<file path="src/scd_pkg.sv">
// Shared types, constants and helpers for the stereo chorus delay.
package scd_pkg;

	localparam int DIG_W      = 4;
	localparam int MUL_DIGITS = 5;
	localparam int FRAC_DIGITS = 2;

	localparam logic [19:0] STEP_MIN    = 20'd4868;
	localparam logic [19:0] STEP_MAX    = 20'd778815;
	localparam logic [19:0] STEP_RESET  = 20'd49942;
	localparam logic [14:0] DEPTH_MAX   = 15'd20480;
	localparam logic [14:0] DEPTH_RESET = 15'd5632;
	localparam logic [17:0] BASE_DELAY_Q8 = 18'd56320;

	localparam logic [1:0] REG_ENABLE = 2'd0;
	localparam logic [1:0] REG_STEP   = 2'd1;
	localparam logic [1:0] REG_DEPTH  = 2'd2;

	typedef enum logic [2:0] {
		ST_IDLE,
		ST_MUL,
		ST_ADDR,
		ST_READ,
		ST_ILOAD,
		ST_INTERP,
		ST_DONE
	} state_t;

	typedef struct packed {
		logic load;
		logic step;
	} lane_ctl_t;

	// Triangle offset by one: returns tri + 1.0 in Q2.16, range 0..131072
	function automatic logic [17:0] tri_biased(input logic [31:0] ph);
		logic [17:0] q;
		q = ph[31:14];
		if (q < 18'd65536)
			return {2'b01, q[15:0]};
		else if (q < 18'd196608)
			return 18'd196608 - q;
		else
			return q - 18'd196608;
	endfunction

endpackage

</file>
<file path="src/scd_interp.sv">
// Digit-serial linear interpolation between two adjacent line entries.
module scd_interp (
	input  logic               clk,
	input  scd_pkg::lane_ctl_t ctl,
	input  logic signed [15:0] a,
	input  logic signed [15:0] b,
	input  logic [7:0]         frac,
	output logic signed [15:0] y
);
	import scd_pkg::*;

	logic signed [15:0] a_q;
	logic signed [16:0] diff_q;
	logic [7:0]         f_sh_q;
	logic signed [24:0] acc_q;
	logic signed [21:0] pp;
	logic signed [24:0] pp_x;
	logic signed [25:0] sum;
	logic signed [25:0] sum_adj;

	assign pp   = 22'(diff_q) * 22'($signed({1'b0, f_sh_q[7:4]}));
	assign pp_x = pp;

	always_ff @(posedge clk) begin
		if (ctl.load) begin
			a_q    <= a;
			diff_q <= 17'(b) - 17'(a);
			f_sh_q <= frac;
			acc_q  <= '0;
		end else if (ctl.step) begin
			f_sh_q <= {f_sh_q[3:0], 4'b0000};
			acc_q  <= $signed({acc_q[20:0], 4'b0000}) + pp_x;
		end
	end

	// a*256 + f*(b-a), then divide by 256 rounding toward zero
	assign sum     = $signed({{2{a_q[15]}}, a_q, 8'b0}) + 26'(acc_q);
	assign sum_adj = sum[25] ? (sum + 26'sd255) : sum;
	assign y       = sum_adj[23:8];
endmodule

</file>
<file path="config.mk">
export PLATFORM = sky130hd
export DESIGN_NAME = scd_interp
export DESIGN_NICKNAME = d
export VERILOG_FILES = /design/src/scd_pkg.sv /design/src/scd_interp.sv
export SDC_FILE = /design/constraint.sdc
export NUM_CORES = 1
export LEC_CHECK = 0
export BUFFER_PORTS_ARGS = -buffer_cell sky130_fd_sc_hd__buf_2
export CORE_UTILIZATION = 35
export DETAILED_ROUTE_END_ITERATION = 10
export SYNTH_ARGS = -nofsm -noshare
export SYNTH_HDL_FRONTEND = slang
export SYNTH_SLANG_ARGS = --single-unit
</file>
<file path="constraint.sdc">
create_clock -name clk -period 10.6 [get_ports clk]
set_clock_uncertainty 0.1 [all_clocks]
set_input_delay 2.12 -clock clk [delete_from_list [all_inputs] [get_ports clk]]
set_output_delay 2.12 -clock clk [all_outputs]
set_load 0.01 [all_outputs]
</file>
==> results.cfg <==
[yosys]
synth_edf_count = 41
syn_area_mm2 = 0.00748
syn_inst = 823
yosys_most_used_dff = edfxtp_1
async_reset_ff_frac = 0
seq_area_frac_synth = 0.232
syn_nets = 1009
syn_avg_cell_area_um2 = 9.09
ys_ff_latch = 66
yosys_warnings = 0
synth.distinct_cells = 61

[sta]
worst_pin_slew_ns = 0.848
setup_ws_ns = 4.87
setup_viol = 0
final_hold_viol_count = 0
rsz0062_at_grt = no
relSlewSlack = 0.433
max_freq_ghz = 0.175
min_period_over_period = 0.540
setup-tns-final_ns = 0
drv_slew = 0
period_needed_ns = 5.73

[layout]
final_cell_mix = inv_1, ha_1, fa_1, buf_2, and2_1
syn_to_final_growth_pct = 12.1
final_common_cell = inv_1
final_nets = 1065
stdcell_area_mm2 = 0.00838
drive_above_1_share = 0.102
antenna_cells_inserted = 0

[setup_path]
cp.depth = 12
cp-end-kind = primary output
timing.critical_path.to = y[13]
timing.rr.start = f_sh_q[5]
cp_num_buf_inv = 2
cp_cell_sequence = ha_1 > inv_1 > fa_1 > xnor2_1 > and3b_1 > o211ai_1 > a211oi_1 > a21oi_1 > nor2b_1 > nand4_1 > xnor2_1 > buf_2
cpMostUsedCell = xnor2_1
crit_arrival_ns = 3.51
worstSetupStartpoint = acc_q[8]
required_ns = 8.38
ff2ff_setup_slack_ns = 5.42
critPathSlowestCell = nor2b_1
r2r_cells = 16
cpPeakStageDelay_ns = 0.68
timing_worst_setup_path_type = reg -> out
cpLargestDelayFamily = simple AND/OR/NAND/NOR gates
crit_path_start_kind = flip-flop
rr_endpoint = acc_q[23]
critPathMaxFanout = 11

[routing]
drt.antenna.violating_nets = 0
dr_wl_met2_um = 8070
wl_met3_um = 589
initialDrtViolationCount = 253
vias = 5779
avgRoutedWirePerCell_um = 15.3
drt_wl_total_um = 17700
drt-met1-wl_um = 8860
avgViaCountPerCell = 4.99
drt_first_pass_iters = 5
routed.top_layer = met4
drc = 0

[pwr]
seq_power_share = 0.158
pwr_density_cell_mw_per_mm2 = 288
pwr-share-comb = 0.706
clkPwrFrac = 0.136
p_switching_w = 0.00118
peakVddDrop_v = 0.000133
internal_power_w = 0.00124
switching_share = 0.487
leakagePower_nw = 4.01

[clocking]
cts_resized = 0
root_buffer = clkbuf_16
post_cts.repair.setup_buffers = 0
cts_hold_buf = 0
clk_path_buf_depth = 2
cts_made_buffers = 9
clock-sinks = 66
clk_pin_slew_worst_paths_ns = 0.06
insertion_delay_ns = 0.34
cts_max_level = 3
cts_tree = yes

[global_routing]
grt_antenna_before_repair = 0
grt_max_degree = 56
grt_use_total = 0.170
grt.overflow.total = 0
grt_pass1_vias = 5590
grt_pass1_wl_um = 28900

[worst_hold_path]
min_path_type = reg -> reg

[job]
maxCapViolCount = 0

[floorplan]
initial_core_util = 0.357
ios = 59
rows = 53
core_area_mm2 = 0.0210
die_h_um = 148
die_w_um = 148
dieArea_mm2 = 0.0220

[place]
dpl_cell_area_mm2 = 0.00806
post-place-ws_ns = 5.16
place_congestion = 0.853
dp_hpwl_um = 14400
portBuffers = 58

[outcome]
status = finished clean
==> logic make-up after synthesis <==
group           Yosys count  synth area share
simple gates            234             0.165
buf+inv                 161            0.0815
compound gates          146             0.133
fa+ha+maj               143             0.300
flops                    66             0.232
xor+xnor                 54            0.0633
mux                      19            0.0261
==> per-stage QoR <==
step / util / power [W] / instances / hold slack (ns)
CTS: 0.400 / 0.00243 / 1159 / 0.374
global route: 0.400 / 0.00267 / 1159 / 0.397
detailed placement: 0.385 / 0.00208 / 1143 / 0.365
global placement: 0.385 / 0.00207 / 1143 / 0.353
floorplan: - / 0.00166 / 823 / 0.341
finish: 0.400 / 0.00242 / 1159 / 0.371
==> flip-flops by register name, indices dropped and copies added, names as in the netlist <==
signal / flops
acc_q: 25
f_sh_q: 8
a_q: 16
diff_q: 17
==> metal layers <==
metal,track usage,vias to the layer above
met5,0,-
met4,0.0428,0
met3,0.0230,14
met2,0.275,107
met1,0.237,2765
li1,-,2893
==> worst min-delay path: stages (launching register included) <==
cell	delay (ns)
dfxtp_1	0.31
nand2_1	0.06
a21oi_1	0.05
==> Yosys cell counts (3+ instances only) <==
master     number  area (µm²)
inv_1         147         552
ha_1           83        1040
fa_1           60        1200
and2_1         52         325
nand2_1        47         176
nor2_1         43         161
edfxtp_1       41        1230
a21oi_1        40         200
xnor2_1        37         324
dfxtp_1        25         500
a21o_1         17         128
xor2_1         17         149
mux2i_1        15         150
nand3_1        15        75.1
nor3_1         15        75.1
o21ai_0        15        75.1
a211oi_1       14         105
and3_1         12        75.1
clkbuf_1       10        37.5
nand4_1         8        50.1
o21a_1          8        60.1
a31oi_1         7        43.8
nor2b_1         7        43.8
o21ai_1         7        35.0
nand2b_1        6        37.5
o31ai_1         6        45.0
o2111ai_1       5        43.8
a211o_1         4        35.0
mux2_2          4        45.0
o211ai_1        4        30.0
or2_2           4        25.0
or3_1           4        25.0
or4_1           4        30.0
nand3b_1        3        22.5
nor4_1          3        18.8
o21bai_1        3        22.5
==> power groups by stage <==
stage | Sequential, W | Clock [W] | Combinational (W)
6_report | 0.000381 | 0.000329 | 0.00170
5_1_grt | 0.000389 | 0.000344 | 0.00194
4_1_cts | 0.000381 | 0.000337 | 0.00171
3_5_place_dp | 0.000385 | 0 | 0.00169
3_3_place_gp | 0.000385 | 0 | 0.00168
2_1_floorplan | 0.000360 | 0 | 0.00130
==> layout make-up <==
class | instances | area (µm²)
clock inverters | 6 | 90.1
well taps | 275 | 344
multi-input cells | 596 | 5140
inverters | 147 | 552
flip-flops and latches | 66 | 1730
fillers | 2166 | 12600
repair buffers | 59 | 298
clock buffers | 10 | 229
==> worst min path at each step <==
stage / startpoint / end / slack [ns] / cells after the start
floorplan: acc_q[0] / acc_q[0] / 0.34 / 2
global route: acc_q[5] / acc_q[5] / 0.40 / 2
detailed placement: acc_q[0] / acc_q[0] / 0.36 / 2
global placement: acc_q[0] / acc_q[0] / 0.35 / 2
CTS: acc_q[0] / acc_q[0] / 0.37 / 2
finish: acc_q[0] / acc_q[0] / 0.37 / 2
(Power assumes the default switching activity.)
