### config.mk
export PLATFORM = sky130hd
export DESIGN_NAME = scd_lfo_mul
export DESIGN_NICKNAME = d
export VERILOG_FILES = /design/src/scd_pkg.sv /design/src/scd_lfo_mul.sv
export SDC_FILE = /design/constraint.sdc
export NUM_CORES = 1
export LEC_CHECK = 0
export BUFFER_PORTS_ARGS = -buffer_cell sky130_fd_sc_hd__buf_2
export CAP_MARGIN = 20
export CORE_ASPECT_RATIO = 0.9
export CORE_UTILIZATION = 30
export CTS_BUF_LIST = sky130_fd_sc_hd__clkbuf_16
export DETAILED_ROUTE_END_ITERATION = 10
export PLACE_DENSITY = 0.52
export REMOVE_ABC_BUFFERS = 1
export SYNTH_ARGS = -nofsm -noshare
export SYNTH_HDL_FRONTEND = slang
export SYNTH_SLANG_ARGS = --single-unit
### constraint.sdc
create_clock -name clk -period 4.9 [get_ports clk]
set_input_delay 0.98 -clock clk [delete_from_list [all_inputs] [get_ports clk]]
set_output_delay 0.98 -clock clk [all_outputs]
set_load 0.005 [all_outputs]
### src/scd_pkg.sv
// Shared types, constants and helpers for the stereo chorus delay.
package scd_pkg;

	localparam int DIG_W      = 4;
	localparam int MUL_DIGITS = 5;
	localparam int FRAC_DIGITS = 2;

	localparam logic [19:0] STEP_MIN    = 20'd4868;
	localparam logic [19:0] STEP_MAX    = 20'd778815;
	localparam logic [19:0] STEP_RESET  = 20'd49942;
	localparam logic [14:0] DEPTH_MAX   = 15'd20480;
	localparam logic [14:0] DEPTH_RESET = 15'd5632;
	localparam logic [17:0] BASE_DELAY_Q8 = 18'd56320;

	localparam logic [1:0] REG_ENABLE = 2'd0;
	localparam logic [1:0] REG_STEP   = 2'd1;
	localparam logic [1:0] REG_DEPTH  = 2'd2;

	typedef enum logic [2:0] {
		ST_IDLE,
		ST_MUL,
		ST_ADDR,
		ST_READ,
		ST_ILOAD,
		ST_INTERP,
		ST_DONE
	} state_t;

	typedef struct packed {
		logic load;
		logic step;
	} lane_ctl_t;

	// Triangle offset by one: returns tri + 1.0 in Q2.16, range 0..131072
	function automatic logic [17:0] tri_biased(input logic [31:0] ph);
		logic [17:0] q;
		q = ph[31:14];
		if (q < 18'd65536)
			return {2'b01, q[15:0]};
		else if (q < 18'd196608)
			return 18'd196608 - q;
		else
			return q - 18'd196608;
	endfunction

endpackage

### src/scd_lfo_mul.sv
// Digit-serial multiply of depth by the biased triangle, one nibble per cycle while step is high.
module scd_lfo_mul (
	input  logic              clk,
	input  scd_pkg::lane_ctl_t ctl,
	input  logic [17:0]       tri_u,
	input  logic [14:0]       depth,
	output logic [31:0]       prod
);
	import scd_pkg::*;

	logic [19:0] u_sh_q;
	logic [31:0] acc_q;
	logic [18:0] pp;

	assign pp = 19'(depth) * 19'(u_sh_q[19:16]);

	// Most significant digit first: shift the partial sum and add
	always_ff @(posedge clk) begin
		if (ctl.load) begin
			u_sh_q <= {2'b00, tri_u};
			acc_q  <= '0;
		end else if (ctl.step) begin
			u_sh_q <= {u_sh_q[15:0], 4'b0000};
			acc_q  <= {acc_q[27:0], 4'b0000} + {13'b0, pp};
		end
	end

	assign prod = acc_q;
endmodule

==> impl_metrics.yaml, run 1 <==
outcome:
  outcome: "finished clean"
placed_design:
  dp_hpwl_mm: 9.60
  port_buffers: 67
  globalplace.congestion: 0.831
  place_ws_ns: 0.0234
critical_path:
  crit_type: "in2reg"
  rr_worst_depth: 12
  r2r-end: "prod[21]"
  r2r_slack_ns: 0.43
  worstSetupStartpointType: "primary input"
  r2r-start: "u_sh_q[18]"
  required_ns: 5.11
  critPathCaptureType: "flop"
  path_max_fanout: 4
  cp.arrival_ns: 4.80
clock_network:
  clock-sinks: 52
  clock_path_buffers: 2
  cts_root_buffer: "clkbuf_16"
  cts_tree: "yes"
  cts_made_buffers: 5
  clk_pin_slew_ns: 0.08
  clock_latency_ns: 0.31
  post-cts-setup-buffer-count: 0
  postCtsHoldBufs: 0
  cts_resized: 0
  htree_num_levels: 2
min_path:
  worstHoldStart: "prod[29]"
  hold_depth: 1
  hold_class: "reg2reg"
  worstHoldEndpoint: "prod[29]"
logic_synthesis:
  yosys.area.top_type: "fa_1"
  synthTopCellsByArea: "fa_1 (17%), dfxtp_1 (14%), edfxtp_1 (11%), and2_1 (7.8%), ha_1 (7.0%)"
  ys_seq_elements: 52
  yosysWarnings: 0
  syn_area_um2: 4820
  synth-xor-area-share: 0.0145
  synth_top_area_share: 0.166
  muxShareOfSynthArea: 0.0472
  synthArstFlopShare: 0
  synth_fa_ha_area_frac: 0.236
  synth_area_per_cell_um2: 9.11
  synth_top_family_by_area: "adder cells"
  synth_cell_types: 65
  synth-main-ff-cell: "dfxtp_1"
  synth-compound-area-share: 0.161
  synth-edff-count: 18
  synthSimpleGateAreaFrac: 0.213
  yosysSeqAreaShare: 0.253
  synth_cells: 529
layout:
  multi_input_area_um2: 3240
  final_common_cell: "inv_1"
  final_nets: 695
  diodes: 0
  n_fill_cell: 1631
  final_cell_mix: "inv_1 (69), buf_2 (67), and2_1 (60), fa_1 (40), nand2_1 (39)"
  regArea_um2: 1220
  drive_above_1_share: 0.196
  syn2layout_area_growth_pct: 14.8
detailed_routing:
  vias_per_cell: 5.06
  first_iter_violations: 169
  antenna_left: 0
  drt_first_pass_iters: 5
  wl_per_cell_um: 15.7
  vias: 4019
  drc: 0
  wl_mm: 12.5
sta:
  finalSetupViolations: 0
  period_needed_ns: 4.59
  tns_ns: 0
  setup_ws_ns: 0.307
  slew_headroom: 0.469
  skew_ns: 0.00836
  rsz0062_at_grt: "false"
  hold_violations: 0
  drv_slew: 0
  clock.fmax_mhz: 218
  fin_crit_sh: 0.937
  worst_pin_slew_ns: 0.796
global_routing:
  grt.total_usage: 0.159
  grt_util_met1: 0.221
  grt_overflow: 0
  grt_pass1_wl_mm: 20.7
  grt.busiest_layer: "met2"
  grt_util_met3: 0.0310
  met2_usage: 0.253
  antenna_found_initial: 0
  grt_max_degree: 47
  grt_pass1_vias: 4127
die:
  rows: 43
  ios: 68
  die_w_um: 136
  die_h_um: 122
  die-area_um2: 16600
  coreArea_um2: 15500
  start_util: 0.310
power_and_ir_drop:
  p_int_mw: 1.14
  pwr-share-clk: 0.193
  p_leak_nw: 2.57
  p_sw_uw: 850
  p_sw_frac: 0.428
  ir_drop_mv: 0.208
  p_per_area_nw_per_um2: 359
  comb_power_share: 0.502
  seq_power_share: 0.304
run:
  cap_viol_max_count: 0
state kept, by name (all words and copies together) (netlist names):
register,cells
prod,32
u_sh_q,20
per-stage QoR:
step	utilization	instance area [um^2]	power (mW)	hold slack (ns)	cells
after global routing	0.356	5530	2.15	0.512	795
after detailed placement	0.346	5380	1.61	0.459	787
final	0.356	5530	1.99	0.472	795
after CTS	0.356	5530	2.01	0.478	795
after global placement	0.346	5380	1.60	0.455	787
after floorplan	-	4730	1.28	0.456	509
final cells by class:
cell class / instances / share of cell area
multi-input combinational: 387 / 0.586
sequential: 52 / 0.221
timing repair buffer: 76 / 0.0728
inverter: 70 / 0.0475
tap: 202 / 0.0457
clock buffer: 5 / 0.0226
clock inverter: 3 / 0.00497
cell families after synthesis:
| group | after synthesis |
|---|---|
| AO/OA/AOI/OAI | 102 |
| XOR/XNOR | 8 |
| adder cells (fa/ha/maj) | 67 |
| buffers and inverters | 90 |
| flip-flops | 52 |
| multiplexers | 21 |
| AND/OR/NAND/NOR | 189 |
power groups by stage:
stage / clock network [mW] / registers, mW / logic [mW]
final: 0.384 / 0.604 / 0.997
after global routing: 0.403 / 0.616 / 1.13
after CTS: 0.396 / 0.604 / 1.01
after detailed placement: 0 / 0.614 / 0.998
after global placement: 0 / 0.613 / 0.985
after floorplan: 0 / 0.586 / 0.693
synth_stat cells (4+ instances only):
cell type and count:
and3_1 6, nor4_1 7, mux2i_1 7, a21o_1 9, ha_1 27, o21a_1 5
inv_1 69, a211oi_1 4, nand3_1 12, a21oi_1 18, fa_1 40, o211ai_1 8
xor2_1 5, a21oi_2 4, o21ai_0 14, or3_1 8, nand2_1 39, nor3_1 4
and2_1 60, clkbuf_1 13, a32o_1 5, mux2_2 14, nor3b_1 4, nand4_1 4
edfxtp_1 18, nor2_1 29, dfxtp_1 34
layer usage:
metal / vias to the layer above / share of wire
met5: - / 0
met3: 7 / 0.040
met4: 0 / 0.0073
met1: 1975 / 0.50
met2: 90 / 0.46
li1: 1947 / -
critical path, stage by stage:
cell and delay, ns:
buf_2 0.12, and2_1 0.17, fa_1 0.50, fa_1 0.56, inv_1 0.05, fa_1 0.50, fa_1 0.48, nand2b_1 0.21
a21oi_2 0.25, o211ai_2 0.18, a31oi_1 0.36, o21ai_0 0.16, a32o_1 0.28
worst max path at each step:
stage	from	to	depth (start not counted)
4_1_cts	depth[3]	prod[21]	14
3_5_place_dp	depth[3]	prod[21]	14
2_1_floorplan	depth[11]	prod[29]	13
3_3_place_gp	depth[1]	prod[21]	13
6_report	depth[1]	prod[21]	13
5_1_grt	depth[1]	prod[28]	15
Power figures use the tool's default switching activity.
==> run 2: changes to the inputs <==
Settings changed: ABC_AREA set to 1.
==> run 2 against run 1 <==
Effect of this change:
- sequential share of layout area fell by 1.4 points
- non-clock buffer count fell by 7
- via count rose by 15%
- die area rose by 7.5%
- critical path depth rose by 5
- synthesized cell count rose by 53%
- setup slack improved by 0.45 ns
- flip-flop and latch count did not move
- power fell by 7.5%
- global-route usage rose by 0.59 points
- first-iteration DRC count rose by 60%
==> impl_metrics.yaml, run 2 <==
outcome:
  outcome: "finished clean"
sta:
  finalSetupViolations: 0
  skew_ns: 0.00801
  drv_slew: 0
  hold_violations: 0
  worst_pin_slew_ns: 0.686
  setup_ws_ns: 0.760
  fin_crit_sh: 0.845
  clock.fmax_mhz: 242
  rsz0062_at_grt: "false"
  period_needed_ns: 4.14
  tns_ns: 0
  slew_headroom: 0.542
logic_synthesis:
  synthArstFlopShare: 0
  synth_top_area_share: 0.211
  synth_cells: 808
  synthTopCellsByArea: "nand2_1 (21%), inv_1 (16%), fa_1 (15%), dfxtp_1 (13%), edfxtp_1 (10%)"
  synth_fa_ha_area_frac: 0.220
  ys_seq_elements: 52
  yosysSeqAreaShare: 0.235
  synth-xor-area-share: 0.0118
  muxShareOfSynthArea: 0
  synth-main-ff-cell: "dfxtp_1"
  synth-compound-area-share: 0.0531
  syn_area_um2: 5190
  yosysMostFrequentCell: "nand2_1"
  synth_top_family_by_area: "simple AND/OR/NAND/NOR gates"
  synth_area_per_cell_um2: 6.42
  synth-edff-count: 18
  synth_common_cells: "nand2_1 (291), inv_1 (215), nor2_1 (46)"
  synth_cell_types: 29
  yosys.area.top_type: "nand2_1"
  yosysWarnings: 0
  synthSimpleGateAreaFrac: 0.311
clock_network:
  post-cts-setup-buffer-count: 0
  htree_num_levels: 2
  cts_tree: "yes"
  clock-sinks: 52
  cts_made_buffers: 5
  clock_path_buffers: 2
  postCtsHoldBufs: 0
  clock_latency_ns: 0.31
  cts_resized: 0
  cts_root_buffer: "clkbuf_16"
  clk_pin_slew_ns: 0.07
power_and_ir_drop:
  pwr-share-clk: 0.231
  seq_power_share: 0.316
  p_sw_frac: 0.418
  p_sw_uw: 767
  ir_drop_mv: 0.141
  comb_power_share: 0.454
  p_int_mw: 1.07
  p_leak_nw: 3.58
  p_per_area_nw_per_um2: 311
placed_design:
  dp_hpwl_mm: 10.9
  globalplace.congestion: 0.881
  place_inst: 1073
  port_buffers: 67
  place_ws_ns: 0.423
detailed_routing:
  vias_per_cell: 4.29
  drc: 0
  wl_mm: 13.3
  wl_per_cell_um: 12.3
  first_iter_violations: 270
  antenna_left: 0
  vias: 4639
  drt_first_pass_iters: 5
critical_path:
  cp.arrival_ns: 4.35
  required_ns: 5.11
  path_max_fanout: 5
  crit_type: "in2reg"
  r2r_slack_ns: 0.78
  worstSetupStartpointType: "primary input"
  critPathCaptureType: "flop"
global_routing:
  grt_overflow: 0
  grt.total_usage: 0.165
  antenna_found_initial: 0
  grt_pass1_wl_mm: 23.2
  grt_pass1_vias: 4518
  grt_max_degree: 30
layout:
  drive_above_1_share: 0.102
  multi_input_area_um2: 3090
  largest_reg_flops: 32
  diodes: 0
  syn2layout_area_growth_pct: 14.0
  n_fill_cell: 1859
  fin_cells: 1081
  final_cell_mix: "nand2_1 (291), inv_1 (215), buf_2 (67), nor2_1 (46), nand3_1 (41)"
  regArea_um2: 1220
  final_nets: 972
  final_common_cell: "nand2_1"
die:
  ios: 68
  start_util: 0.307
  rows: 45
  die_h_um: 127
  coreArea_um2: 16900
  die_w_um: 141
  die-area_um2: 17800
min_path:
  hold_class: "reg2reg"
run:
  cap_viol_max_count: 0
run 2: cell count changes in the layout (fill, tap and decap cells not counted), sizes merged, moves of 9 or more:
cell and delta:
o211ai -9, mux2 -14, a21o -11, nand3 +29
and2 -60, nand2 +255, nor2 +21, inv +147
run 2: layout make-up:
class	instances	share of cell area
Clock buffer	5	0.0212
Clock inverter	3	0.00783
Inverter	217	0.138
Multi-Input combinational cell	524	0.523
Sequential cell	52	0.207
Tap cell	211	0.0447
Timing Repair Buffer	69	0.0593
run 2: final timing paths:
kind / start / to / depth (start not counted)
max: depth[5] / prod[28] / 18
min: u_sh_q[15] / u_sh_q[19] / 1
min reg2reg: u_sh_q[15] / u_sh_q[19] / 1
max reg2reg: u_sh_q[19] / prod[31] / 18
run 2: kinds of logic after synthesis:
family	count (synthesis)
xor gates and xnor gates	7
DFF	52
buffers and inverters	232
and+or+nand+nor	401
AOI/OAI and AO/OA	49
adders and majority gates	67
run 2: worst max-delay path, stage by stage:
cell and delay [ns]:
buf_2 0.12, nand2_1 0.06, inv_1 0.06, fa_1 0.51, fa_1 0.55, inv_1 0.05
fa_1 0.50, inv_1 0.04, ha_1 0.37, nand2_1 0.12, nor2_1 0.22, nand3_1 0.11
nand3_1 0.24, nand2_1 0.12, nand3_1 0.08, nand2_1 0.05, nor2_1 0.11, nor2_1 0.05
run 2: metrics by stage:
stage	util	cell area [um^2]	hold slack, ns	total power, mW
floorplan	-	5130	0.436	1.16
global placement	0.340	5740	0.446	1.44
detailed placement	0.340	5740	0.448	1.43
CTS	0.350	5910	0.465	1.87
global route	0.350	5910	0.499	2.03
finish	0.350	5910	0.459	1.84
run 2: routing by layer:
metal,up-vias,GRT usage,part of all wire
met5,-,0,0
met4,0,0.0358,0.012
met3,10,0.0317,0.050
met2,82,0.254,0.42
met1,2052,0.240,0.52
li1,2495,-,-
run 2: power by group through the flow:
stage	clock, mW	combinational [mW]	sequential (mW)
3_5_place_dp	0	0.840	0.590
5_1_grt	0.457	0.980	0.591
4_1_cts	0.441	0.848	0.581
2_1_floorplan	0	0.585	0.572
3_3_place_gp	0	0.843	0.593
6_report	0.424	0.834	0.580
